[src/sv/rsd_pkg.sv]
// rsd_pkg: shared types and defaults for the restoring signed divider
// no dependencies; used by every rsd_* module and the top level
`timescale 1ns / 1ps
`default_nettype none

package rsd_pkg;

    localparam int DATA_WIDTH_DEF = 32;

    // side information that travels with each item down the pipeline
    typedef struct packed {
        logic valid;
        logic negate;
        logic overflow;
        logic div_zero;
    } t_flags;

endpackage

`default_nettype wire

[src/sv/rsd_post.sv]
// rsd_post: output stage, applies the quotient sign and drives the result strobe
// depends on rsd_pkg
`timescale 1ns / 1ps
`default_nettype none

module rsd_post #(
    parameter int DATA_WIDTH = rsd_pkg::DATA_WIDTH_DEF
) (
    input  wire logic                  i_clk,
    input  wire logic                  i_rst_n,
    input  wire rsd_pkg::t_flags       i_flags,
    input  wire logic [DATA_WIDTH-1:0] i_quo,
    output logic                       o_valid,
    output logic      [DATA_WIDTH-1:0] o_quotient,
    output logic                       o_overflow,
    output logic                       o_divide_by_zero
);

    logic                  r_valid;
    logic [DATA_WIDTH-1:0] r_quotient;
    logic [DATA_WIDTH-1:0] n_quotient;
    logic                  r_overflow;
    logic                  r_div_zero;

    assign n_quotient = i_flags.negate ? (~i_quo + 1'b1) : i_quo;

    always_ff @(posedge i_clk) begin
        if (!i_rst_n) begin
            r_valid <= 1'b0;
        end else begin
            r_valid <= i_flags.valid;
        end
    end

    always_ff @(posedge i_clk) begin
        r_quotient <= n_quotient;
        r_overflow <= i_flags.overflow;
        r_div_zero <= i_flags.div_zero;
    end

    assign o_valid          = r_valid;
    assign o_quotient       = r_quotient;
    assign o_overflow       = r_overflow;
    assign o_divide_by_zero = r_div_zero;

endmodule

`default_nettype wire

[config.mk]
export PLATFORM = sky130hd
export DESIGN_NAME = rsd_post
export DESIGN_NICKNAME = d
export VERILOG_FILES = /design/src/sv/rsd_pkg.sv /design/src/sv/rsd_post.sv
export SDC_FILE = /design/constraint.sdc
export NUM_CORES = 1
export LEC_CHECK = 0
export BUFFER_PORTS_ARGS = -buffer_cell sky130_fd_sc_hd__buf_2
export CAP_MARGIN = 30
export CORE_MARGIN = 3
export CORE_UTILIZATION = 40
export DETAILED_ROUTE_END_ITERATION = 7
export PLACE_DENSITY_LB_ADDON = 0.15
export SLEW_MARGIN = 15
export SYNTH_ARGS = -nofsm -noshare
export SYNTH_HDL_FRONTEND = slang
export SYNTH_SLANG_ARGS = --single-unit
[constraint.sdc]
create_clock -name i_clk -period 1.8 [get_ports i_clk]
set_clock_uncertainty 0.1 [all_clocks]
set_input_delay 0.09 -clock i_clk [delete_from_list [all_inputs] [get_ports i_clk]]
set_output_delay 0.09 -clock i_clk [all_outputs]
set_load 0.01 [all_outputs]
# Word level (Yosys, flattened, before mapping)
# Cells that the tools add are included.
# Widths: inputs -> output; s select.
[word_totals] register_bits=35 latch_bits=0 ram_bits=0 romBits=0 output_inout_bits=35 word_cells=7 n_memories=0
[op_classes] add_sub_neg=1 mul=0 div_mod_pow=0 n_lt_le_gt_ge=0 n_eq_ne=0 shift=0 n_mux=1 n_bitwise=1 reduce_logical=0
[op_table] op="$add 32x1->32 const B" n=1
[op_table] op="$mux 32" n=1
[op_table] op="$not 32->32" n=1

# Longest topological paths before layout
[depth] depth_word=3 depth_mapped=7 mapped_depth_nobuf=6

# Least setup slack after synthesis
# Ideal clock, no wire load.
[synth_path] path_kind="input to register" startpoint="in i_quo[20]" endpoint="reg r_quotient[25], in the netlist o_quotient[25]" setup_ps=72 t_arrival_ps=1307 required_ps=1628 path_slack_ps=321 path_stages=4 cell_sequence="or4_4 or3_4 o41ai_4 xnor2_1"
[synth_via] elab_chain_cells=3
[synth_lines] item="from (decl)" line="rsd_post.sv:12" rtl="input wire logic [DATA_WIDTH-1:0] i_quo,"
[synth_lines] item="$not 32->32" line="rsd_post.sv:25" rtl="assign n_quotient = i_flags.negate ? (~i_quo + 1'b1) : i_quo;"
[synth_lines] item="$add 32x1->32" line="rsd_post.sv:25"
[synth_lines] item="$mux 32" line="rsd_post.sv:25"
[synth_lines] item="named net n_quotient[25]" line="rsd_post.sv:21" rtl="logic [DATA_WIDTH-1:0] n_quotient;"
[synth_lines] item="to (signal assigned)" line="rsd_post.sv:36" rtl="r_quotient <= n_quotient;"
[synth_lines] item="to (decl)" line="rsd_post.sv:20" rtl="logic [DATA_WIDTH-1:0] r_quotient;"
# The timed path passes the listed nets, and every way through them passes these cells.
# A chain may end at the register's enable or synchronous reset.

# Worst setup path after layout
[layout_path] startpoint="in i_quo[9]" endpoint="reg r_quotient[28], in the netlist o_quotient[28]"
# The elaborated chain is that of the path after synthesis.

==> results.md <==
- The net count after synthesis is around 170.
- At the pin with the least slew margin, the transition time is 0.602 ns.
- The overall overflow remaining after global route is 0.
- The post-detailed-placement half-perimeter wirelength is 2.50 mm.
- The critical path data arrival time is 1.83 ns.
- The largest total area in the synthesized netlist belongs to dfxtp_1.
- The critical path goes through dlygate4sd3_1 -> buf_2 -> nor4_4 -> nand4_1 -> o41ai_2 -> xnor2_1.
- The area share of the leading cell type in the synthesized netlist is 0.469.
- The run finished with clean final reports.
- The final weighted congestion in routability-driven placement is between 0.7 and 0.8.
- The total CTS buffers is 5.
- For this run, the leading register cell type out of synthesis is dfxtp_1.
- The detail route stage leaves a number of antenna-violating nets equal to 0.
- After detailed routing, the average wire length per cell comes to 13.0 um.
- The top-level I/O count is 73.
- The clock root buffer is clkbuf_8.
- Across every metal layer, demand over resource in global routing totals 0.182.
- For this run, the register share of the synthesized area comes to 0.469.
- The number of antenna violations at the first check in global routing is 0.
- The remaining routing DRC violations is 0.
- Each instance of the synthesized netlist takes up on average approximately 11 um^2.
- In the final design database the tool counted 285 nets.
- The accumulated negative setup slack is 0 ns.
- In this run the power density over the cells is 786 nW/um^2.
- In this run the deepest clock path goes through 2 buffers.
- The critical setup path kind is in2reg.
- The maximum fanout along the worst path is 4.
- The synthesis warning total is 0.
- Once the clock tree was built, the setup fixing pass inserted 0 buffers.
- The first global-routing pass estimated slightly above 6 mm of wire.
- The clock slew at the register clock pins of the worst setup and hold paths is roughly 0.070 ns.
- STA classifies the critical path endpoint as a flop.
- The tightest min-delay check is of the in2reg type.
- The share of async-settable or async-resettable flops after synthesis is 0.
- The sink count of the clock tree is 35.
- The period utilization is 0.951.
- The count of endpoints failing hold in the final timing report came to 0.
- The overall die width is 67.1 um.
- Counting both buffers and inverters, the worst setup path holds a total of 2.
- The antenna diode count is 0.
- The initial utilization of the core area, before any placement, comes to 0.430.
- The slowest stage of the critical path is the dlygate4sd3_1 cell.
- The synthesis-to-finish area growth is 59.9%.
- The type of element launching the critical path is an input pin.
- The largest voltage drop on the vdd net is 0.478 mV.
- The H-tree depth is 2.
- The number of distinct library cells after synthesis is 28.
- The post-synth design cell area is 1490 um^2.
- The number of storage elements in the synthesis netlist is 35.
- Once layout is complete, the cells apart from fillers number 293.
- The worst pin sits at a relative slew slack of 0.599.
- The detailed-route vias per instance is approximately 5.
- The die covers 4500 um^2.
- Entering global routing, the biggest net connects 33 pins.
- The critical path data required time is 1.92 ns.
- The placeable core area is 3470 um^2.
- After detailed placement, the design holds a cell count of 250.
- The initial DRC count is 105.
- Max-cap violations in this run came to 0.
- The total of endpoints with negative setup slack in the final report is 0.
- The kind of cell with the highest combined delay along the critical path is buffers and inverters.
- The cell count after synthesis came out at approximately 130.
- By area the synthesized netlist is led by dfxtp_1 47%, xnor2_1 18%, o31ai_1 6.0%.
- The final count of pins violating max slew was 0.
- The reported leakage power is 1.02 nW.
- The number of placement rows is 21.
- The die boundary height is 67.1 um.
- The detailed-routing iteration count for the pre-antenna-repair pass is 4.
- The routed design has 3.80 mm of wire.
- The highest achievable clock rate is 584 MHz.
- The proportion of layout cells with a drive suffix above 1 is 0.393.
- The delay of the slowest cell on the worst path is around 0.53 ns.
- The TritonCTS clock tree is done.
- The post-route minimum period is 1.71 ns.
- The number of global-route vias before repair was 1,371.
- The count of buffers inserted at the top-level ports is 72.
- Summing over every cut layer, the via total after detailed routing is 1,440.
- The number of enable-type register cells in the synthesized netlist is 0.
[flip-flops by register name, summed over array words and instances, names as in the netlist]
signal            count
o_valid               1
o_divide_by_zero      1
o_overflow            1
o_quotient           32
[path summary, 6_finish.rpt]
path | start | to | slack (ns) | depth (start not counted)
worst min-delay path | i_quo[1] | o_quotient[1]$_DFF_P_ | 0.02 | 3
worst max-delay path | i_quo[9] | o_quotient[28]$_DFF_P_ | 0.09 | 6
[synth_stat cells (all sizes together) (2+ instances only)]
| cell | instances |
|---|---|
| buf | 3 |
| clkbuf | 2 |
| dfxtp | 35 |
| inv | 2 |
| nand2 | 9 |
| nand2b | 3 |
| nand3 | 3 |
| nand3b | 2 |
| nor3 | 3 |
| nor4 | 6 |
| o21ai | 6 |
| o31ai | 13 |
| o41ai | 7 |
| or3 | 5 |
| xnor2 | 30 |
[layout by cell type (no fill, tap or decap), types with 2 or more instances in the layout]
master and n:
o41ai_1 2, inv_1 2, buf_4 3, nor4_4 2
dlygate4sd3_1 35, dfxtp_1 35, xnor2_1 30, o31ai_2 2
clkbuf_8 7, o21ai_0 6, o31ai_1 11, nand2b_1 3
nand3_1 2, nor4_1 3, or3_1 3, nor3_1 3
nand2_1 9, o41ai_2 4, buf_2 72
[kinds of logic after synthesis]
| kind of cell | share of synthesized area |
|---|---|
| simple gates | 0.174 |
| flops | 0.469 |
| xor+xnor | 0.176 |
| buf+inv | 0.0201 |
| compound gates | 0.153 |
| fa+ha+maj | 0.00838 |
[metal layers]
metal	wire length, um	track usage
met4	23	0.0684
met3	300	0.0590
met5	0	0
met2	1900	0.304
met1	1580	0.213
[timing repair]
item	CTS	global route
endpoints found under the setup margin	0	7
hold buffers	35	0
endpoints found under the hold margin	34	0
resized for setup	0	4
[per-stage QoR]
stage / instance area [um^2] / power [mW] / setup WS, ns / hold slack [ns] / util
4_1_cts: 2360 / 1.89 / 0.0102 / 0.00772 / 0.681
2_1_floorplan: 1490 / 1.05 / 0.321 / 0.0177 / -
5_1_grt: 2390 / 1.97 / -0.0315 / 0.0351 / 0.688
6_report: 2390 / 1.88 / 0.0878 / 0.0237 / 0.688
3_5_place_dp: 1910 / 1.21 / -0.0317 / 0.0941 / 0.551
3_3_place_gp: 1910 / 1.21 / 0.0871 / 0.0919 / 0.551
[area by class of cell]
class                           instances  area [um^2]
Tap cell                               46         57.6
Clock buffer                            8          100
Sequential cell                        35          701
Fill cell                             285         1080
Multi-Input combinational cell         92          788
Inverter                                2         7.51
Timing Repair Buffer                  110          733
[report_power, final]
group,total (mW),switching (mW),internal [mW]
combinational,0.386,0.183,0.203
clock,0.620,0.271,0.349
sequential,0.870,0.0164,0.854
total,1.88,0.470,1.41
Note: power is estimated with default switching activity, not from simulation.
