==> src/sv/rsd_pkg.sv <==
// rsd_pkg: shared types and defaults for the restoring signed divider
// no dependencies; used by every rsd_* module and the top level
`timescale 1ns / 1ps
`default_nettype none

package rsd_pkg;

    localparam int DATA_WIDTH_DEF = 32;

    // side information that travels with each item down the pipeline
    typedef struct packed {
        logic valid;
        logic negate;
        logic overflow;
        logic div_zero;
    } t_flags;

endpackage

`default_nettype wire

==> src/sv/rsd_prep.sv <==
// rsd_prep: input stage, operand magnitudes, sign and special case flags
// depends on rsd_pkg
`timescale 1ns / 1ps
`default_nettype none

module rsd_prep #(
    parameter int DATA_WIDTH = rsd_pkg::DATA_WIDTH_DEF
) (
    input  wire logic                  i_clk,
    input  wire logic                  i_rst_n,
    input  wire logic                  i_accept,
    input  wire logic [DATA_WIDTH-1:0] i_dividend,
    input  wire logic [DATA_WIDTH-1:0] i_divisor,
    output rsd_pkg::t_flags            o_flags,
    output logic      [DATA_WIDTH-1:0] o_num,
    output logic      [DATA_WIDTH-1:0] o_den
);

    localparam logic [DATA_WIDTH-1:0] MinVal = {1'b1, {(DATA_WIDTH-1){1'b0}}};

    rsd_pkg::t_flags       r_flags;
    rsd_pkg::t_flags       n_flags;
    logic [DATA_WIDTH-1:0] r_num;
    logic [DATA_WIDTH-1:0] r_den;
    logic                  a_neg;
    logic                  b_neg;
    logic                  a_pos;
    logic                  b_pos;

    always_comb begin
        a_neg            = i_dividend[DATA_WIDTH-1];
        b_neg            = i_divisor[DATA_WIDTH-1];
        a_pos            = !a_neg && (|i_dividend);
        b_pos            = !b_neg && (|i_divisor);
        n_flags.valid    = i_accept;
        n_flags.negate   = (a_pos && b_neg) || (a_neg && b_pos);
        n_flags.overflow = (i_dividend == MinVal) && (&i_divisor);
        n_flags.div_zero = !(|i_divisor);
    end

    always_ff @(posedge i_clk) begin
        if (!i_rst_n) begin
            r_flags <= '0;
        end else begin
            r_flags <= n_flags;
        end
    end

    // payload, no reset
    always_ff @(posedge i_clk) begin
        r_num <= a_neg ? (~i_dividend + 1'b1) : i_dividend;
        r_den <= b_neg ? (~i_divisor + 1'b1) : i_divisor;
    end

    assign o_flags = r_flags;
    assign o_num   = r_num;
    assign o_den   = r_den;

endmodule

`default_nettype wire

==> config.mk <==
export PLATFORM = sky130hd
export DESIGN_NAME = rsd_prep
export DESIGN_NICKNAME = d
export VERILOG_FILES = /design/src/sv/rsd_pkg.sv /design/src/sv/rsd_prep.sv
export SDC_FILE = /design/constraint.sdc
export NUM_CORES = 1
export LEC_CHECK = 0
export ABC_AREA = 1
export BUFFER_PORTS_ARGS = -buffer_cell sky130_fd_sc_hd__buf_2
export CAP_MARGIN = 40
export CORE_ASPECT_RATIO = 0.75
export CORE_UTILIZATION = 54
export CTS_BUF_LIST = sky130_fd_sc_hd__clkbuf_2
export DETAILED_ROUTE_END_ITERATION = 10
export PLACE_DENSITY_LB_ADDON = 0.3
export SYNTH_ARGS = -nofsm -noshare
export SYNTH_HDL_FRONTEND = slang
export SYNTH_SLANG_ARGS = --single-unit
==> constraint.sdc <==
create_clock -name i_clk -period 3.35 [get_ports i_clk]
set_input_delay 0.67 -clock i_clk [delete_from_list [all_inputs] [get_ports i_clk]]
set_output_delay 0.67 -clock i_clk [all_outputs]
set_load 0.005 [all_outputs]
* After elaboration in Yosys (flattened, before gate mapping)
Cells that the tools add are included.
** Storage, ports and cells
- Register bits :: 68
- Bits of input ports :: 67
- Output and inout port bits :: 68
- Logic and storage cells :: 27
** Cells by class
- Add/subtract/negate cells :: 2
- Eq/ne operators :: 1
- Muxes and demuxes :: 2
- Bitwise operators :: 2
- Reductions and logical operators :: 12
** Operators by type and width (count)
- $add A32 B1 Y32 const B :: 2
- $not A32 Y32 :: 2
- $reduce_or A32 Y1 :: 2
- $mux W31 :: 2
- $eq A32 B32 Y1 const B :: 1
- $reduce_and A32 Y1 :: 1
- $logic_and A1 B1 Y1 :: 5
- $logic_not A1 Y1 :: 3
- $logic_or A1 B1 Y1 :: 1

* Longest topological paths before layout
Gate-level depths: netlist of run 1.
- Depth in word-level cells :: 4
- Depth in mapped cells :: 10
- Mapped depth without buffers :: 10

* Least setup slack after synthesis of run 1
No wires, ideal clock.
- Kind :: in2reg
- Start :: input i_divisor[1]
- End :: register r_den[24], in the netlist o_den[24]
- Setup time :: 123 ps
- Data arrival time :: 1557 ps
- Data required time :: 3227 ps
- Setup slack :: 1670 ps
- Stages on the path :: 8
- Path buffers :: 0
- Cells stage by stage :: inv_1 -> ha_1 -> nand3_1 -> nor2_1 -> nand2_1 -> nand2_1 -> o21ai_1 -> xor2_1
** Between the ends
- Word-level cells in the longest chain between the ends :: 3
** RTL lines
- start, declared :: RTL line rsd_prep.sv:13 : input wire logic [DATA_WIDTH-1:0] i_divisor,
- $not A32 Y32 :: RTL line rsd_prep.sv:52 : r_den <= b_neg ? (~i_divisor + 1'b1) : i_divisor;
- $add A32 B1 Y32 :: RTL line rsd_prep.sv:52
- $mux W31 :: RTL line rsd_prep.sv:52
- end signal, assigned :: RTL line rsd_prep.sv:52
- end, declared :: RTL line rsd_prep.sv:24 : logic [DATA_WIDTH-1:0] r_den;
No other way between the ends.
A chain may end at the register's enable or synchronous reset.

* Worst setup path in the final report of run 1
- Start :: register r_den[20], in the netlist o_den[20]
- End :: output o_den[20]
** RTL lines
- end, declared :: RTL line rsd_prep.sv:16 : output logic [DATA_WIDTH-1:0] o_den
No word-level cell between the ends.

==> metrics.yaml, run 1 <==
logic_synthesis:
  ys_seq_elements: 68
  yosysSeqAreaShare_pct: 38.77
  synthArstFlopShare_pct: 0
  synth.net_count: 579
  synth_area_per_cell_um2: 6.898
  synth_edf_count: 0
  ys_warn_count: 0
  synth_area_um2: 3511
  ys.flop_type: "dfxtp_1"
  ys_types: 29
  synth_cells: 509
clock_network:
  cts.sink_count: 68
  h-tree-depth: 3
  post-cts-setup-buffers: 0
  postCtsHoldBufs: 0
  path_clk_slew_ns: 0.21
  cts_resized: 0
  cts_tree: "done"
  numCtsBuffers: 9
  clock_path_buffers: 2
  clockRootBuffer: "clkbuf_2"
layout:
  register_area_um2: 1361
  drive_above_1_share_pct: 26.73
  finalNetCount: 717
  multi_input_area_um2: 1878
  stdcell_area_um2: 4349
  final_common_cell: "nand2_1"
  n_antenna_cell: 0
  layout_common_cells: "nand2_1, buf_2, dfxtp_1, nor2_1, inv_1"
  fillers: 588
  synthToLayoutAreaGrowth_pct: 23.88
routing:
  avgViaCountPerCell: 5.217
  initialDrtViolationCount: 295
  drc_errors: 0
  vias: 3819
  firstDrtPassIters: 5
  antenna_left: 0
  wl_per_cell_um: 14.33
  wl_um: 10490
pwr:
  power.share.switching_pct: 30.63
  power_w: 0.001709
  p_leak_nw: 2.287
  combinationalPowerShare_pct: 20.3
  power_frac_seq_pct: 52.8
  p_clk_share_pct: 27.0
  p_per_area_nw_per_um2: 393.0
  internal_power_w: 0.001186
  ir_drop_v: 0.0002506
  p_switching_w: 0.0005235
sta:
  min_period_ns: 1.703
  rsz0062_at_grt: "no"
  finalSetupTns_ns: 0
  worstMarginPinSlew_ns: 0.6874
  fmaxAchievable_ghz: 0.5872
  final-max-slew-violation-count: 0
  slew_headroom_pct: 54.17
  fin_crit_sh_pct: 50.84
  finalSetupViolations: 0
  hold_violations: 0
placed_design:
  io_buffers: 134
  gp_congestion: 0.9426
  place_area_um2: 4248
  dp_hpwl_um: 8341
setup_path:
  cp.arrival_ns: 1.03
  path_delay_family: "flip-flops"
  max_stage_delay_ns: 0.39
  crit_chain: "buf_2"
  cp.depth: 1
  cp.required_ns: 2.68
  cp_slowest_cell: "dfxtp_1"
  worstSetupPathType: "reg2out"
  setup.worst_path.start: "o_den[20]"
  crit_end: "o_den[20]"
  crit_buf_inv: 1
  critPathLaunchType: "flop"
  path_max_fanout: 1
  end_kind: "output pin"
outcome:
  outcome: "finished, final reports clean"
global_route:
  grt_pass1_vias: 3446
  grt_max_degree: 40
  grt_overflow: 0
  antenna_found_initial: 0
  grt_usage_pct: 32.09
  grt_pass1_wl_um: 16560
floorplan:
  initial_core_util_pct: 55.84
  die_w_um: 95.11
  rows: 25
  core_area_um2: 6287
  io_pins: 135
  fp.dieH_um: 71.83
  die-area_um2: 6831
job:
  drv_cap: 0
hold_path:
  hold_class: "in2reg"
[metrics by stage]
stage | worst slack [ns] | hold WS, ns | cells | utilization (%)
CTS | 1.621 | 0.2257 | 732 | 69.17
detailed placement | 1.254 | 0.7892 | 717 | 67.56
global route | 1.609 | 0.2274 | 732 | 69.17
floorplan | 1.670 | 0.6977 | 509 | -
global placement | 1.301 | 0.7860 | 717 | 67.56
finish | 1.647 | 0.2558 | 732 | 69.17
[flip-flops by register name, indices dropped and copies added, names as in the netlist]
register,flops
o_den,32
o_flags,4
o_num,32
[per-layer routing]
layer / up-vias / wire [um] / part of all wire, % / track usage, %
met4: 0 / 139 / 1.3 / 10.10
met5: - / 0 / 0 / 0
met1: 1712 / 4976 / 47 / 47.33
met3: 21 / 1142 / 11 / 9.130
met2: 208 / 4233 / 40 / 44.60
li1: 1878 / - / - / -
[cells in the mapped netlist, types with 5 or more instances]
| cell | instances | share of area [%] |
|---|---|---|
| o21ai_0 | 10 | 1.4 |
| xnor2_1 | 9 | 2.2 |
| nand2_1 | 145 | 16 |
| nor3_1 | 13 | 1.9 |
| inv_1 | 59 | 6.3 |
| nor2_1 | 63 | 6.7 |
| xor2_1 | 28 | 7.0 |
| nand3_1 | 47 | 6.7 |
| nand2_2 | 5 | 0.89 |
| nand4_1 | 13 | 2.3 |
| nor2_2 | 5 | 0.89 |
| nand3b_1 | 7 | 1.5 |
| o21ai_1 | 6 | 0.86 |
| dfxtp_1 | 68 | 39 |
[area by class of cell]
cell class                      count  share of cell area (%)
Sequential cell                    68                   31.30
Clock buffer                        9                   1.036
Timing Repair Buffer              134                   15.42
Inverter                           63                   5.437
Clock inverter                      6                   1.295
Multi-Input combinational cell    371                   43.18
Tap cell                           81                   2.330
[power by group through the flow]
stage / Combinational (W) / Clock (W) / Sequential, W
after floorplan: 0.000151 / 0 / 0.000931
after global placement: 0.000335 / 0 / 0.000918
after detailed placement: 0.000341 / 0 / 0.000919
after CTS: 0.000343 / 0.000471 / 0.000902
after global routing: 0.000384 / 0.000500 / 0.000909
final: 0.000346 / 0.000461 / 0.000902
[cell families after synthesis]
logic type,share of synthesized area [%]
XOR/XNOR,9.230
AO/OA/AOI/OAI,3.707
flip-flops,38.77
buffers and inverters,7.733
AND/OR/NAND/NOR,39.49
adder cells (fa/ha/maj),1.069
[worst min path at each step]
stage / startpoint / end / slack [ns] / cells after the start
after floorplan: i_divisor[0] / o_den[0] / 0.70 / 0
after global placement: i_dividend[0] / o_num[0] / 0.79 / 1
after detailed placement: i_dividend[0] / o_num[0] / 0.79 / 1
after CTS: i_dividend[0] / o_num[0] / 0.23 / 1
after global routing: i_dividend[0] / o_num[0] / 0.23 / 1
final: i_dividend[0] / o_num[0] / 0.26 / 1
Power figures use the tool's default switching activity.
==> run 2: changes to the inputs <==
Settings changed: CORE_UTILIZATION 54 to 51.
Clock period 3.35 ns to 1.7 ns, I/O delays scaled along.
==> run 2 against run 1 <==
The run now ends with DRC left. Worst hold slack worse by 0.20 ns. Largest power group unchanged. Final cell count up 1.5%. Clock power grew 97%. Cell area is 2.8% higher. Power increased by 98%.
==> metrics.yaml, run 2 (synthesized netlist as in run 1, its figures left out) <==
clock_network:
  numCtsBuffers: 9
  h-tree-depth: 3
  clock_path_buffers: 2
  clockRootBuffer: "clkbuf_2"
  cts_tree: "done"
  path_clk_slew_ns: 0.19
  cts.sink_count: 68
global_route:
  grt_pass1_wl_um: 16150
  grt_pass1_vias: 3304
  grt-busiest-layer: "met2"
  use_met1_pct: 42.19
  grt_max_degree: 39
  grt_overflow: 0
  use_met2_pct: 42.40
  grt_usage_pct: 29.18
  use_met3_pct: 8.183
  antenna_found_initial: 0
routing:
  vias: 3831
  wl_um: 10260
  initialDrtViolationCount: 354
  avgViaCountPerCell: 5.156
  wl_per_cell_um: 13.81
  antenna_left: 0
  firstDrtPassIters: 8
  drc_errors: 18
sta:
  slew_headroom_pct: 67.80
  rsz0062_at_grt: "yes"
  postLayoutSetupSlackWorst_ns: 0.02065
  fin_crit_sh_pct: 98.79
  fmaxAchievable_ghz: 0.5955
  final-max-slew-violation-count: 0
  worstMarginPinSlew_ns: 0.4780
  hold_violations: 0
  finalSetupViolations: 0
  min_period_ns: 1.679
  whs_ns: 0.05935
pwr:
  power_w: 0.003385
  internal_power_w: 0.002380
  p_per_area_nw_per_um2: 757.0
  power_frac_seq_pct: 52.6
  p_switching_w: 0.001005
  ir_drop_v: 0.0005198
  p_clk_share_pct: 26.8
  power.share.switching_pct: 29.70
  p_leak_nw: 2.338
  combinationalPowerShare_pct: 20.6
floorplan:
  initial_core_util_pct: 54.22
  io_pins: 135
  rows: 25
  fp.dieH_um: 73.86
  die-area_um2: 7223
  core_area_um2: 6475
  die_w_um: 97.81
layout:
  final_common_cell: "nand2_1"
  drive_above_1_share_pct: 27.95
  n_antenna_cell: 0
  finalNetCount: 728
  layout_common_cells: "nand2_1, buf_2, dfxtp_1, nor2_1, inv_1"
  synthToLayoutAreaGrowth_pct: 27.37
  fin_cells: 743
job:
  drv_cap: 0
setup_path:
  path_max_fanout: 3
  cp.required_ns: 2.11
  cp.arrival_ns: 2.09
  critPathLaunchType: "primary input"
  end_kind: "flop"
  worstSetupPathType: "in2reg"
outcome:
  violations: "DRC"
  outcome: "finished with violations"
hold_path:
  holdPathStages: 3
  min_from: "i_divisor[25]"
  min_to: "o_den[25]"
  hold_class: "in2reg"
placed_design:
  io_buffers: 134
  dp_hpwl_um: 8171
  gp_congestion: 0.9602
  dp.cells: 721
  pre_cts_slack_ns: -0.01111
[run 2: changes by cell type in the layout (fill, tap and decap cells not counted), sizes merged]
cell,delta
clkinvlp,-1
buf,+4
clkinv,-2
dlygate4sd3,+7
clkbuf,+3
[run 2: final cells by class]
cell class | instances | area, um2
multi-input cells | 371 | 1903
well taps | 81 | 101.3
fillers | 604 | 2003
inverters | 63 | 236.5
flip-flops and latches | 68 | 1361
clock inverters | 3 | 38.79
clock buffers | 12 | 60.06
repair buffers | 145 | 770.7
[run 2: power groups by stage]
stage | clock network [W] | registers (W) | logic, W
4_1_cts | 0.000942 | 0.00178 | 0.000688
3_3_place_gp | 0 | 0.00181 | 0.000662
5_1_grt | 0.00101 | 0.00179 | 0.000769
6_report | 0.000908 | 0.00178 | 0.000697
2_1_floorplan | 0 | 0.00183 | 0.000297
3_5_place_dp | 0 | 0.00181 | 0.000673
[run 2: worst max path at each step]
| stage | from | to | cells past startpoint |
|---|---|---|---|
| after floorplan | i_divisor[1] | o_den[24] | 8 |
| after global placement | i_divisor[0] | o_den[24] | 9 |
| after detailed placement | i_divisor[0] | o_den[24] | 9 |
| after CTS | i_divisor[0] | o_den[24] | 10 |
| after global routing | i_divisor[0] | o_den[24] | 10 |
| final | i_divisor[0] | o_den[24] | 10 |
[run 2: what timing repair did]
action,4_1_cts,5_1_grt
setup buffers,0,0
hold buffers,7,0
hold endpoints to repair,7,0
setup endpoints to repair,0,11
gates resized for setup,0,8
[run 2: critical path, cell delays in order]
cell and delay, ns:
dlygate4sd3_1 0.54, buf_2 0.14, inv_1 0.10, ha_2 0.21, nand3_1 0.15, nor2_2 0.14
nand2_1 0.12, nand2_2 0.12, o21ai_1 0.09, xor2_1 0.15
[run 2: metal layers]
layer / up-vias / share of wire [%]
li1: 1902 / -
met1: 1700 / 47
met2: 217 / 40
met3: 12 / 12
met4: 0 / 0.93
met5: - / 0
[run 2: metrics by stage]
stage,utilization [%],area [um2],setup TNS [ns]
6_report,69.06,4472,0
5_1_grt,69.06,4472,-0.05100
4_1_cts,68.68,4447,0
3_5_place_dp,66.07,4278,-0.01111
3_3_place_gp,66.07,4278,0
2_1_floorplan,-,3511,0
==> run 3: changes to the inputs <==
Settings changed: BUFFER_PORTS_ARGS -buffer_cell sky130_fd_sc_hd__buf_2 to -buffer_cell sky130_fd_sc_hd__clkbuf_2.
==> run 3 against run 2 <==
Largest power group unchanged. Power increased by 10%. Routed wire length grew 0.28%. Critical endpoint is now o_den[12]. Sequential share of layout area decreased by 0.093 points. Sequential power about the same. Maximum frequency up 2.7%. The run still ends with DRC left. Critical path depth shrank 2. Worst hold slack got worse by 0.023 ns. Setup slack improved by 0.043 ns. First-iteration DRC count down 31%. Cell area increased by 0.31%. Die area unchanged.
==> metrics.yaml, run 3 (synthesized netlist as in run 1, its figures left out) <==
layout:
  drive_above_1_share_pct: 27.81
  multi_input_area_um2: 1888
  register_area_um2: 1361
  fillers: 597
  finalNetCount: 723
  synthToLayoutAreaGrowth_pct: 27.76
  fin_cells: 739
  layout_common_cells: "nand2_1, clkbuf_2, dfxtp_1, nor2_1, inv_1"
  n_antenna_cell: 0
floorplan:
  io_pins: 135
  die_w_um: 97.81
  rows: 25
  fp.dieH_um: 73.86
  initial_core_util_pct: 54.22
  die-area_um2: 7223
  core_area_um2: 6475
clock_network:
  numCtsBuffers: 9
  clockRootBuffer: "clkbuf_2"
  cts.sink_count: 68
  clock_path_buffers: 2
  path_clk_slew_ns: 0.20
  cts_tree: "done"
  h-tree-depth: 3
sta:
  fmaxAchievable_ghz: 0.6113
  worstMarginPinSlew_ns: 0.4931
  finalSetupTns_ns: 0
  fin_crit_sh_pct: 96.23
  min_period_ns: 1.636
  final-max-slew-violation-count: 0
  rsz0062_at_grt: "no"
  slew_headroom_pct: 66.78
  hold_violations: 0
  finalSetupViolations: 0
setup_path:
  setup.worst_path.start: "i_divisor[0]"
  critPathLaunchType: "primary input"
  path_max_fanout: 6
  end_kind: "flop"
  worstSetupPathType: "in2reg"
  cp.arrival_ns: 2.07
  cp_slowest_cell: "dlygate4sd3_1"
  path_delay_family: "buffers and inverters"
  crit_buf_inv: 3
  cp.required_ns: 2.13
  crit_chain: "dlygate4sd3_1 -> clkbuf_2 -> inv_1 -> ha_2 -> nand4_2 -> o21ai_2 -> nand2_1 -> xor2_1"
  max_stage_delay_ns: 0.54
global_route:
  grt_usage_pct: 28.86
  grt_max_degree: 39
  grt_pass1_wl_um: 15730
  grt_pass1_vias: 3267
  antenna_found_initial: 0
  grt_overflow: 0
pwr:
  ir_drop_v: 0.0005041
  p_per_area_nw_per_um2: 831.8
  p_leak_nw: 2.370
routing:
  wl_um: 10290
  antenna_left: 0
  firstDrtPassIters: 9
  avgViaCountPerCell: 5.169
  wl_per_cell_um: 13.92
  vias: 3820
  drc_errors: 18
  initialDrtViolationCount: 244
outcome:
  violations: "DRC"
  outcome: "finished with violations"
hold_path:
  min_from: "i_dividend[18]"
  hold_class: "in2reg"
placed_design:
  gp_congestion: 0.9620
  io_buffers: 134
  dp_hpwl_um: 8317
  dp.cells: 720
job:
  drv_cap: 0
-- run 3: cell types whose count changed in the layout (fill, tap and decap cells not counted), moves of 2 or more --
cell | before | now
dlygate4sd3_1 | 7 | 3
clkbuf_2 | 12 | 144
bufinv_16 | 1 | 3
buf_2 | 134 | 0
clkinv_4 | 0 | 2
buf_4 | 4 | 2
-- run 3: routing by layer --
layer	vias to the layer above	GRT usage [%]	share of wire, %
met5	-	0	0
met1	1722	41.95	49
met4	0	7.239	1.0
met3	11	9.039	10
li1	1894	-	-
met2	193	40.98	40
-- run 3: area by class of cell --
cell class / count / share of cell area (%)
clock buffers: 10 / 1.116
clock inverters: 6 / 2.510
multi-input cells: 371 / 42.09
repair buffers: 140 / 16.40
inverters: 63 / 5.272
flip-flops and latches: 68 / 30.35
well taps: 81 / 2.259
-- run 3: path summary, 6_finish.rpt --
| path | endpoint | slack [ns] | cells after the start |
|---|---|---|---|
| worst max-delay path | o_den[12] | 0.06 | 8 |
| worst min-delay path | o_num[18] | 0.04 | 2 |
-- run 3: where the power goes --
part | switching [W] | leakage [nW] | internal, W
logic | 0.000402 | 1.70 | 0.000287
clock network | 0.000613 | 0.0961 | 0.000643
registers | 0.0000433 | 0.572 | 0.00174
total | 0.00106 | 2.37 | 0.00267
-- run 3: what timing repair did --
action / in CTS / in global routing
gates resized for setup: 0 / 4
hold buffers: 3 / 0
endpoints found under the setup margin: 0 / 6
buffers inserted: 0 / 0
hold endpoints to repair: 3 / 0
-- run 3: stage by stage --
stage               hold WS (ns)  util, %  total power, W  area [um2]  setup slack [ns]
global route            0.001450    69.28        0.003891        4486          0.004481
floorplan                 0.3677        -        0.002131        3511            0.3502
CTS                     0.007218    69.12        0.003746        4476           0.07320
finish                   0.03597    69.28        0.003731        4486           0.06409
detailed placement        0.4712    66.14        0.002495        4283           0.04925
global placement          0.4569    66.14        0.002483        4283            0.1132
