## config.mk

```make
export PLATFORM = sky130hd
export DESIGN_NAME = rsd_step
export DESIGN_NICKNAME = d
export VERILOG_FILES = /design/src/sv/rsd_pkg.sv /design/src/sv/rsd_step.sv
export SDC_FILE = /design/constraint.sdc
export NUM_CORES = 1
export LEC_CHECK = 0
export BUFFER_PORTS_ARGS = -buffer_cell sky130_fd_sc_hd__buf_2
export CORE_MARGIN = 1.5
export CORE_UTILIZATION = 33
export CTS_BUF_LIST = sky130_fd_sc_hd__clkbuf_4 sky130_fd_sc_hd__clkbuf_8 sky130_fd_sc_hd__clkbuf_16
export CTS_CLUSTER_SIZE = 12
export DETAILED_ROUTE_END_ITERATION = 8
export GPL_TIMING_DRIVEN = 0
export MAX_ROUTING_LAYER = met4
export SLEW_MARGIN = 25
export SYNTH_ARGS = -nofsm -noshare
export SYNTH_HDL_FRONTEND = slang
export SYNTH_SLANG_ARGS = --single-unit
```

## constraint.sdc

```tcl
create_clock -name i_clk -period 3.8 [get_ports i_clk]
set_clock_uncertainty 0.15 [all_clocks]
set_input_delay 0.38 -clock i_clk [delete_from_list [all_inputs] [get_ports i_clk]]
set_output_delay 0.38 -clock i_clk [all_outputs]
set_load 0.01 [all_outputs]
```

## src/sv/rsd_pkg.sv

```systemverilog
// rsd_pkg: shared types and defaults for the restoring signed divider
// no dependencies; used by every rsd_* module and the top level
`timescale 1ns / 1ps
`default_nettype none

package rsd_pkg;

    localparam int DATA_WIDTH_DEF = 32;

    // side information that travels with each item down the pipeline
    typedef struct packed {
        logic valid;
        logic negate;
        logic overflow;
        logic div_zero;
    } t_flags;

endpackage

`default_nettype wire

```

## src/sv/rsd_step.sv

```systemverilog
// rsd_step: one restoring division step, one quotient bit per stage
// depends on rsd_pkg
`timescale 1ns / 1ps
`default_nettype none

module rsd_step #(
    parameter int DATA_WIDTH = rsd_pkg::DATA_WIDTH_DEF
) (
    input  wire logic                  i_clk,
    input  wire logic                  i_rst_n,
    input  wire rsd_pkg::t_flags       i_flags,
    input  wire logic [DATA_WIDTH-1:0] i_rem,
    input  wire logic [DATA_WIDTH-1:0] i_nq,
    input  wire logic [DATA_WIDTH-1:0] i_den,
    output rsd_pkg::t_flags            o_flags,
    output logic      [DATA_WIDTH-1:0] o_rem,
    output logic      [DATA_WIDTH-1:0] o_nq,
    output logic      [DATA_WIDTH-1:0] o_den
);

    rsd_pkg::t_flags       r_flags;
    logic [DATA_WIDTH-1:0] r_rem;
    logic [DATA_WIDTH-1:0] r_nq;
    logic [DATA_WIDTH-1:0] r_den;
    logic [DATA_WIDTH-1:0] n_rem;
    logic [DATA_WIDTH-1:0] n_nq;
    logic [DATA_WIDTH-1:0] rem_sh;
    logic [DATA_WIDTH+1:0] trial;
    logic                  take;

    // nq holds the dividend bits still to come, quotient bits enter from the bottom
    always_comb begin
        rem_sh = {i_rem[DATA_WIDTH-2:0], i_nq[DATA_WIDTH-1]};
        trial  = {1'b0, i_rem[DATA_WIDTH-1], rem_sh} - {2'b00, i_den};
        take   = !trial[DATA_WIDTH+1];
        n_rem  = take ? trial[DATA_WIDTH-1:0] : rem_sh;
        n_nq   = {i_nq[DATA_WIDTH-2:0], take};
    end

    always_ff @(posedge i_clk) begin
        if (!i_rst_n) begin
            r_flags <= '0;
        end else begin
            r_flags <= i_flags;
        end
    end

    always_ff @(posedge i_clk) begin
        r_rem <= n_rem;
        r_nq  <= n_nq;
        r_den <= i_den;
    end

    assign o_flags = r_flags;
    assign o_rem   = r_rem;
    assign o_nq    = r_nq;
    assign o_den   = r_den;

endmodule

`default_nettype wire

```

* Word-level counts from Yosys, hierarchy flattened
Index checks and enable logic that the tools add are counted.
** Word-level totals
- Output and inout bits :: 100
- Input port bits :: 102
- Flip-flop bits (word level) :: 100
- Logic and storage cells :: 10
** Cells by class
- $add $sub $neg :: 1
- Reduce and logical (&&, ||, !) cells :: 1
- Mux-type cells :: 1
** Operators with widths (count)
- $sub 33x32->34 :: 1
- $mux 32 :: 1
- $logic_not 1->1 :: 1

* Logic depth before layout (Yosys ltp)
Gate-level depths: netlist (run 1).
- Depth after elaboration :: 2
- Depth in mapped cells :: 12
- Mapped depth without buffers :: 12

* Least setup slack after synthesis (run 1)
No wires, ideal clock.
- Path type :: input -> register
- Start point :: input port i_nq[31]
- End point :: register r_rem[28] (netlist: o_rem[28])
- Buffers on the path :: 0
- Data arrival time :: 2780 ps
- Library setup time :: 121 ps
- Setup slack :: 749 ps
- Cell stages on the path :: 12
- Data required time :: 3529 ps
- Cells stage by stage :: inv_1 -> ha_1 -> inv_1 -> fa_1 -> a211oi_1 -> o211a_1 -> o31ai_1 -> o41a_1 -> a41oi_1 -> o21ai_0 -> a21boi_0 -> mux2_4
** On the way
- Longest elaborated chain between the ends :: 2
** RTL lines
- start, declared :: RTL line rsd_step.sv:13 : input wire logic [DATA_WIDTH-1:0] i_nq,
- $sub 33x32->34 :: RTL line rsd_step.sv:34 : trial = {1'b0, i_rem[DATA_WIDTH-1], rem_sh} - {2'b00, i_den};
- $mux 32 :: RTL line rsd_step.sv:36 : n_rem = take ? trial[DATA_WIDTH-1:0] : rem_sh;
- net n_rem[28] :: RTL line rsd_step.sv:25 : logic [DATA_WIDTH-1:0] n_rem;
- end signal, assigned :: RTL line rsd_step.sv:49 : r_rem <= n_rem;
- end, declared :: RTL line rsd_step.sv:22 : logic [DATA_WIDTH-1:0] r_rem;
The timed path passes the listed nets, and every way through them passes these cells.
A chain may end at the register's enable or synchronous reset.

* Final worst setup path (run 1)
- Start point :: input port i_den[0]
- End point :: register r_rem[28] (netlist: o_rem[28])
** On the way
- Longest elaborated chain between the ends :: 2
** RTL lines
- start, declared :: RTL line rsd_step.sv:14 : input wire logic [DATA_WIDTH-1:0] i_den,
- $sub 33x32->34 :: RTL line rsd_step.sv:34
- $mux 32 :: RTL line rsd_step.sv:36
- net n_rem[28] :: RTL line rsd_step.sv:25
The timed path passes the listed nets, and every way through them passes these cells.

==> results.tsv, run 1 <==
stage	metric	value	unit
global_route	vias in the first global route	4064	
route	Via Count	4012	
pwr	sw frac	29.19	%
place	RePlAce Congestion	0.7849	
synthesis	Main synth FF type	dfxtp_1	
synthesis	Seq/Total Area, Yosys	45.15	%
pwr	Comb power frac	27.2	%
route	WL final	12490	um
timing	final worst path period share	95.84	%
synthesis	area share of the largest cell type after synthesis	45.15	%
floorplanning	starting density of the core	33.62	%
synthesis	Synth Area in XOR/XNOR	4.740	%
synthesis	Simple-Gate Fraction of Synth Area	9.565	%
cells_and_area	Nets	834	
setup_path	startpoint class of the critical path	input pin	
synthesis	Yosys warnings	0	
timing	hold slack final	27.22	ps
flow_run	reported max-cap violation count	0	
cells_and_area	area grow syn2layout	48.50	%
pwr	static leakage	3.284	nW
pwr	PD cells	434.2	nW/um2
place	Inst Count DP	802	
timing	Final Hold Viols	0	
synthesis	largest family of logic cells by synthesized area	compound AO/OA/AOI/OAI gates	
cells_and_area	Register Area	2002	um2
timing	Final Slew Violations	0	
synthesis	Unique masters post-synth	53	
worst_hold_path	Hold Crit Class	in2reg	
timing	final setup vio count	0	
clock_tree	CTS root buf	clkbuf_16	
floorplanning	core area	13190	um2
synthesis	Synth area leaders	dfxtp_1, ha_1, mux2_4, a21oi_1, inv_1	
floorplanning	Ports	202	
timing	Period minus WS final	3642	ps
synthesis	syn_area_per_cell	10.43	um2
cells_and_area	fin cells	880	
setup_path	crit path kind	in2reg	
pwr	VDD IR-drop max	0.1933	mV
floorplanning	FP Rows	42	
synthesis	asr flop ratio synth	0	%
cells_and_area	layout cells sized above 1	36.93	%
place	DPL Wire Length	9561	um
route	detailed-route DRC error count	0	
cells_and_area	# diodes	0	
pwr	Sw Pwr	0.0008346	W
timing	RSZ-0062 raised after global routing	false	
synthesis	Syn Inst Count	425	
clock_tree	total CTS buffers	9	
route	Starting DRT DRC Count	154	
clock_tree	postcts setup bufs	0	
cells_and_area	post-route cell area	6585	um2
pwr	Power Total	0.002859	W
global_route	initial antenna violation count	0	
synthesis	cell taking the most area after synthesis	dfxtp_1	
route	Vias/cell	4.559	
synthesis	Compound-Gate Fraction of Synth Area	15.46	%
timing	setup TNS	0	ps
synthesis	Adder-Cell Fraction of Synth Area	9.481	%
synthesis	Post-synth EDFFs	0	
global_route	first-pass GRT wire length	19450	um
run_status	status	completed	
route	DR pass1 iterations	4	
setup_path	CP required	3890	ps
synthesis	Synthesized Nets	560	
cells_and_area	Layout fillers	1214	
cells_and_area	most common cell after layout, fill and taps aside	buf_2	
cells_and_area	commonest cells after routing, fill and taps aside	buf_2, dfxtp_1, dlygate4sd3_1	
pwr	Internal	0.002025	W
worst_hold_path	end of the worst hold path	o_nq[8]$_DFF_P_	
route	routed len/inst	14.20	um
global_route	largest net degree at the start of global routing	20	
synthesis	post-synthesis mux area share	10.33	%
timing	relative slew slack	64.69	%
timing	max frequency	274.6	MHz
cells_and_area	Multi-input gate area	2206	um2
place	port bufs	201	
clock_tree	CTS Buffer Depth	2	
floorplanning	die area	14140	um2
pwr	part of the power in the clock network	31.2	%
global_route	GR Util All Layers	18.12	%
setup_path	Setup crit end kind	register	
clock_tree	Clock transition at path regs	70	ps
setup_path	Critical Path Fanout Max	4	
worst_hold_path	WHS Path Cells	1	
floorplanning	Chip Height	118.9	um
pwr	sequential power share	41.7	%
clock_tree	CTS H-Tree Depth	3	
global_route	grt ovf	0	
clock_tree	CTS tree	done	
floorplanning	die width	118.9	um
worst_hold_path	HP Start	i_nq[7]	
place	DP Area	5660	um2
route	post-route ant nets	0	
clock_tree	clk sinks	100	
synthesis	register bit total from synthesis	100	
synthesis	Mapped Area	4434	um2
timing	Worst-Margin Slew	525.1	ps
setup_path	critical path data arrival time	3730	ps
==> Yosys cell counts, drive strengths merged (2+ instances only) <==
library cell,n
nor2,16
and2,5
mux2,27
o211ai,4
xnor2,17
o31ai,5
a41oi,2
xor2,7
o21bai,4
o21a,6
a21oi,33
dfxtp,100
and4,2
ha,32
and3,6
inv,41
o21ai,18
nand2b,4
nor3,6
a31oi,4
nor2b,3
nand4,6
mux2i,6
a21boi,2
a21o,7
nand3,5
or3,3
buf,8
a211oi,5
or2,3
nand2,23
==> sequential cells by signal, summed over array words and instances, names as in the netlist <==
register  flops
o_flags       4
o_nq         32
o_den        32
o_rem        32
==> power by group through the flow <==
stage	logic (W)	registers [W]	clock network, W
after floorplan	0.000405	0.00128	0
after global placement	0.000726	0.00121	0
after detailed placement	0.000731	0.00122	0
after CTS	0.000783	0.00119	0.000924
after global routing	0.000850	0.00120	0.000968
final	0.000777	0.00119	0.000891
==> how the worst max path moves through the flow <==
stage | start | to | slack [ps]
3_5_place_dp | i_nq[31] | o_rem[28]$_DFF_P_ | 150
5_1_grt | i_den[0] | o_rem[28]$_DFF_P_ | 10
3_3_place_gp | i_nq[31] | o_rem[28]$_DFF_P_ | 170
4_1_cts | i_den[0] | o_rem[28]$_DFF_P_ | 40
6_report | i_den[0] | o_rem[28]$_DFF_P_ | 160
2_1_floorplan | i_nq[31] | o_rem[28]$_DFF_P_ | 750
==> per-layer routing <==
metal / part of all wire (%) / up-vias / GRT usage [%] / routed length (um)
met1: 41 / 1818 / 19.40 / 5138
met4: 1.5 / 0 / 5.723 / 190
met5: 0 / - / - / 0
li1: - / 2043 / - / -
met2: 52 / 138 / 32.92 / 6441
met3: 5.8 / 13 / 4.406 / 723
==> cell type report <==
class,count,area share [%]
well taps,176,3.344
flip-flops and latches,100,30.40
plain buffers,8,1.216
multi-input cells,276,33.50
repair buffers,263,24.70
clock inverters,7,1.083
clock buffers,9,3.420
inverters,41,2.337
==> kinds of logic (layout without fill, tap and decap cells) <==
logic type	Yosys count	in the layout
adders and majority gates	33	33
and+or+nand+nor	84	84
xor gates and xnor gates	24	24
buffers and inverters	49	328
AOI/OAI and AO/OA	102	102
muxes	33	33
DFF	100	100
==> metrics by stage <==
step / setup WS [ps] / utilization [%]
final: 158.1 / 49.92
after global routing: 11.27 / 49.92
after CTS: 43.05 / 49.79
after detailed placement: 148.6 / 42.91
after global placement: 165.4 / 42.91
after floorplan: 748.8 / -
==> timing repair <==
action | 4_1_cts | 5_1_grt
endpoints found under the hold margin | 61 | 1
resized for setup | 0 | 1
endpoints found under the setup margin | 0 | 1
hold buffers | 61 | 1
==> worst max-delay path: stages <==
cell and delay, ps:
dlygate4sd3_1 540, buf_2 110, ha_1 170, inv_1 60
fa_1 420, a211oi_1 340, o211a_1 240, o31ai_1 130
o41a_1 490, a41oi_2 320, o21ai_0 110, a21boi_0 140
mux2_4 270
Power figures use the tool's default switching activity.
==> inputs of run 2 (changes only) <==
Clock period 3.8 ns to 4.6 ns, I/O delays scaled along.
==> run 2 against run 1 <==
- power is 19% lower
- utilization fell by 4.8 points
- cell area is 9.5% lower
- first-iteration DRC count is 1.3% higher
- non-clock buffer count fell by 62
- via count fell by 6.0%
- worst setup slack gained 1100 ps
- highest routed layer unchanged
==> results.tsv, run 2 (same netlist as run 1, synthesis figures left out) <==
stage	metric	value	unit
run_status	status	completed	
clock_tree	CTS Buffer Depth	2	
setup_path	startpoint class of the critical path	input pin	
floorplanning	die area	14140	um2
timing	final setup margin	1223	ps
flow_run	reported max-cap violation count	0	
cells_and_area	layout cells sized above 1	40.34	%
floorplanning	starting density of the core	33.62	%
clock_tree	Post-CTS Resized	0	
route	Vias/cell	4.612	
pwr	static leakage	3.025	nW
clock_tree	total CTS buffers	9	
cells_and_area	area grow syn2layout	34.34	%
setup_path	crit path kind	in2reg	
pwr	VDD IR-drop max	0.1596	mV
floorplanning	core area	13190	um2
setup_path	Setup crit end kind	register	
timing	RSZ-0062 raised after global routing	false	
global_route	first-pass GRT wire length	17820	um
cells_and_area	Layout fillers	1306	
pwr	Sw Pwr	0.0006801	W
timing	max frequency	296.1	MHz
clock_tree	Clock transition at path regs	70	ps
clock_tree	CTS H-Tree Depth	3	
timing	final worst path period share	73.42	%
cells_and_area	# diodes	0	
clock_tree	CTS root buf	clkbuf_16	
clock_tree	postcts setup bufs	0	
timing	Final Slew Violations	0	
setup_path	CP required	4690	ps
global_route	GR Util All Layers	16.67	%
place	RePlAce Congestion	0.7849	
setup_path	Critical Path Fanout Max	4	
cells_and_area	most common cell after layout, fill and taps aside	buf_2	
route	post-route ant nets	0	
route	routed len/inst	14.09	um
global_route	vias in the first global route	3728	
timing	final setup vio count	0	
cells_and_area	Nets	772	
setup_path	CP startpoint	i_nq[31]	
timing	Worst-Margin Slew	533.7	ps
cells_and_area	Util after Layout	45.16	%
place	Setup WS pre-CTS	868.6	ps
timing	setup TNS	0	ps
global_route	largest net degree at the start of global routing	20	
floorplanning	FP Rows	42	
clock_tree	clk sinks	100	
pwr	sequential power share	42.4	%
pwr	PD cells	389.1	nW/um2
pwr	Internal	0.001638	W
place	Inst Count DP	802	
worst_hold_path	WHS Path Cells	1	
timing	relative slew slack	64.11	%
route	DR pass1 iterations	4	
floorplanning	Chip Height	118.9	um
floorplanning	Ports	202	
cells_and_area	commonest cells after routing, fill and taps aside	buf_2, dfxtp_1, inv_1	
timing	Period minus WS final	3377	ps
global_route	initial antenna violation count	0	
cells_and_area	fin cells	818	
route	detailed-route DRC error count	0	
place	port bufs	201	
pwr	Comb power frac	25.8	%
timing	hold slack final	56.83	ps
global_route	grt ovf	0	
timing	Final Hold Viols	0	
pwr	part of the power in the clock network	31.8	%
setup_path	critical path data arrival time	3470	ps
floorplanning	die width	118.9	um
route	Starting DRT DRC Count	156	
route	Via Count	3773	
place	DPL Wire Length	9561	um
clock_tree	CTS tree	done	
pwr	sw frac	29.34	%
clock_tree	hold buffer count at CTS	0	
route	WL final	11530	um
worst_hold_path	HP Start	i_nq[0]	
worst_hold_path	Hold Crit Class	in2reg	
[run 2: worst paths after layout]
kind	end	slack (ps)
max	o_rem[28]$_DFF_P_	1220
min	o_nq[1]$_DFF_P_	60
[run 2: power by group through the flow]
stage	registers, W	clock network (W)	logic, W
6_report	0.000983	0.000738	0.000597
5_1_grt	0.000991	0.000800	0.000655
4_1_cts	0.000985	0.000763	0.000607
3_5_place_dp	0.00100	0	0.000604
3_3_place_gp	0.00100	0	0.000600
2_1_floorplan	0.00106	0	0.000335
[run 2: metal layers]
layer / global-route usage, % / wire length [um] / share of wire (%)
met5: - / 0 / 0
met4: 5.422 / 154 / 1.3
met3: 4.262 / 663 / 5.8
met2: 29.94 / 5902 / 51
met1: 17.94 / 4805 / 42
[run 2: layout make-up]
type	count	area (um2)	share of cell area, %
multi-input combinational	276	2198	36.90
sequential	100	2002	33.61
timing repair buffer	201	1006	16.89
clock buffer	9	225.2	3.781
tap	176	220.2	3.697
inverter	41	153.9	2.583
buffer	8	80.08	1.344
clock inverter	7	71.32	1.197
[run 2: worst max-delay path, stage by stage]
cell	delay [ps]
buf_2	90
inv_1	60
ha_1	180
inv_1	60
fa_1	420
a211oi_1	350
o211a_1	240
o31ai_1	130
o41a_1	480
a41oi_1	450
o21ai_0	130
a21boi_0	150
mux2_4	270
[run 2: metrics by stage]
| step | power [W] | instance area (um2) |
|---|---|---|
| floorplan | 0.001390 | 4434 |
| global placement | 0.001603 | 5660 |
| detailed placement | 0.001609 | 5660 |
| CTS | 0.002355 | 5957 |
| global route | 0.002446 | 5957 |
| finish | 0.002318 | 5957 |
==> inputs of run 3 (changes only) <==
Clock period 4.6 ns to 3.3 ns, I/O delays scaled along.
==> run 3 against run 2 <==
- hold slack lost 22 ps
- wire length rose by 10%
- highest routed layer unchanged
- critical endpoint is now o_rem[3]$_DFF_P_
- power is 44% higher
==> results.tsv, run 3 (same netlist as run 1, synthesis figures left out) <==
stage	metric	value	unit
timing	setup TNS	0	ps
setup_path	most used cell, CP	buf_12	
floorplanning	die width	118.9	um
floorplanning	Chip Height	118.9	um
timing	Final Slew Violations	0	
route	Vias/cell	4.594	
pwr	static leakage	3.325	nW
place	DP Area	5660	um2
setup_path	Top delay family on crit path	buffers and inverters	
global_route	first-pass GRT wire length	19590	um
run_status	status	completed	
pwr	VDD IR-drop max	0.2226	mV
setup_path	CP bufs+invs	6	
global_route	vias in the first global route	4110	
route	Starting DRT DRC Count	152	
pwr	PD cells	498.1	nW/um2
cells_and_area	post-route cell area	6689	um2
timing	Final Hold Viols	0	
timing	relative slew slack	67.77	%
clock_tree	clk sinks	100	
timing	RSZ-0062 raised after global routing	false	
pwr	Power Total	0.003331	W
cells_and_area	area grow syn2layout	50.85	%
timing	Period minus WS final	3164	ps
setup_path	CP peak stage delay	550	ps
clock_tree	total CTS buffers	9	
flow_run	reported max-cap violation count	0	
route	Via Count	4066	
worst_hold_path	Hold Crit Class	in2reg	
timing	Worst-Margin Slew	480.3	ps
setup_path	CP Cell Sequence	dlygate4sd3_1, buf_2, inv_1, ha_1, buf_6, and3_4, nand2_1, or4_4, o21bai_4, a21oi_2, a31oi_4, buf_12, buf_12, mux2_4	
route	WL final	12710	um
clock_tree	CTS Buffer Depth	2	
global_route	initial antenna violation count	1	
floorplanning	core area	13190	um2
global_route	grt ovf	0	
place	RePlAce Congestion	0.7849	
clock_tree	CTS H-Tree Depth	3	
setup_path	slowest cell on the critical path	or4_4	
floorplanning	Ports	202	
route	routed len/inst	14.36	um
place	DPL Wire Length	9561	um
timing	final worst path period share	95.87	%
floorplanning	die area	14140	um2
setup_path	CP required	3390	ps
place	port bufs	201	
cells_and_area	Layout fillers	1213	
cells_and_area	layout cells sized above 1	37.57	%
route	DR pass1 iterations	4	
cells_and_area	Nets	838	
cells_and_area	most common cell after layout, fill and taps aside	buf_2	
global_route	largest net degree at the start of global routing	20	
floorplanning	starting density of the core	33.62	%
setup_path	critical path data arrival time	3250	ps
route	post-route ant nets	0	
cells_and_area	commonest cells after routing, fill and taps aside	buf_2, dfxtp_1, dlygate4sd3_1	
timing	final setup vio count	0	
clock_tree	Clock transition at path regs	70	ps
setup_path	Setup crit end kind	register	
clock_tree	CTS tree	done	
global_route	GR Util All Layers	18.24	%
setup_path	crit path kind	in2reg	
setup_path	Critical Path Fanout Max	10	
timing	max frequency	316.1	MHz
floorplanning	FP Rows	42	
route	detailed-route DRC error count	0	
clock_tree	CTS root buf	clkbuf_16	
setup_path	startpoint class of the critical path	input pin	
==> run 3: cell types whose count changed in the layout (fill, tap and decap cells not counted), sizes merged <==
cell	delta
dlygate4sd3	+63
diode	+1
buf	+2
clkbuf	+1
==> run 3: final cells by class <==
class                      count  area, um2  area share, %
clock buffer                   9      225.2          3.367
multi-input combinational    276       2218          33.16
sequential                   100       2002          29.93
tap                          176      220.2          3.292
antenna                        1      2.502        0.03741
inverter                      41      153.9          2.301
clock inverter                 7      71.32          1.066
buffer                         8      106.4          1.590
timing repair buffer         267       1689          25.25
==> run 3: repair_timing <==
action,CTS,global route
gates resized for setup,0,13
hold buffers,63,0
setup endpoints to repair,0,26
hold endpoints to repair,63,0
setup buffers,0,2
==> run 3: routing by layer <==
layer | vias to the layer above | global-route usage (%) | share of wire [%]
li1 | 2051 | - | -
met5 | - | - | 0
met1 | 1860 | 19.47 | 41
met4 | 0 | 5.723 | 1.4
met2 | 139 | 33.21 | 52
met3 | 16 | 4.502 | 5.8
==> run 3: worst paths after layout <==
path | from | endpoint | slack (ps) | cells after the start
worst max-delay path | i_den[16] | o_rem[3]$_DFF_P_ | 140 | 14
worst min-delay path | i_flags[3] | o_flags[3]$_SDFF_PN0_ | 30 | 2
==> run 3: power by group <==
part	internal, W	total [W]	switching [W]
combinational	0.000487	0.000929	0.000443
sequential	0.00134	0.00137	0.0000329
clock	0.000532	0.00103	0.000498
total	0.00236	0.00333	0.000974
==> run 3: stage by stage <==
stage,hold slack (ps),setup slack (ps),utilization [%],cells
finish,34.77,136.4,50.71,885
global route,26.29,18.12,50.71,885
CTS,22.46,25.03,49.94,881
detailed placement,283.6,-301.4,42.91,802
global placement,282.4,-284.6,42.91,802
floorplan,207.7,298.8,-,425
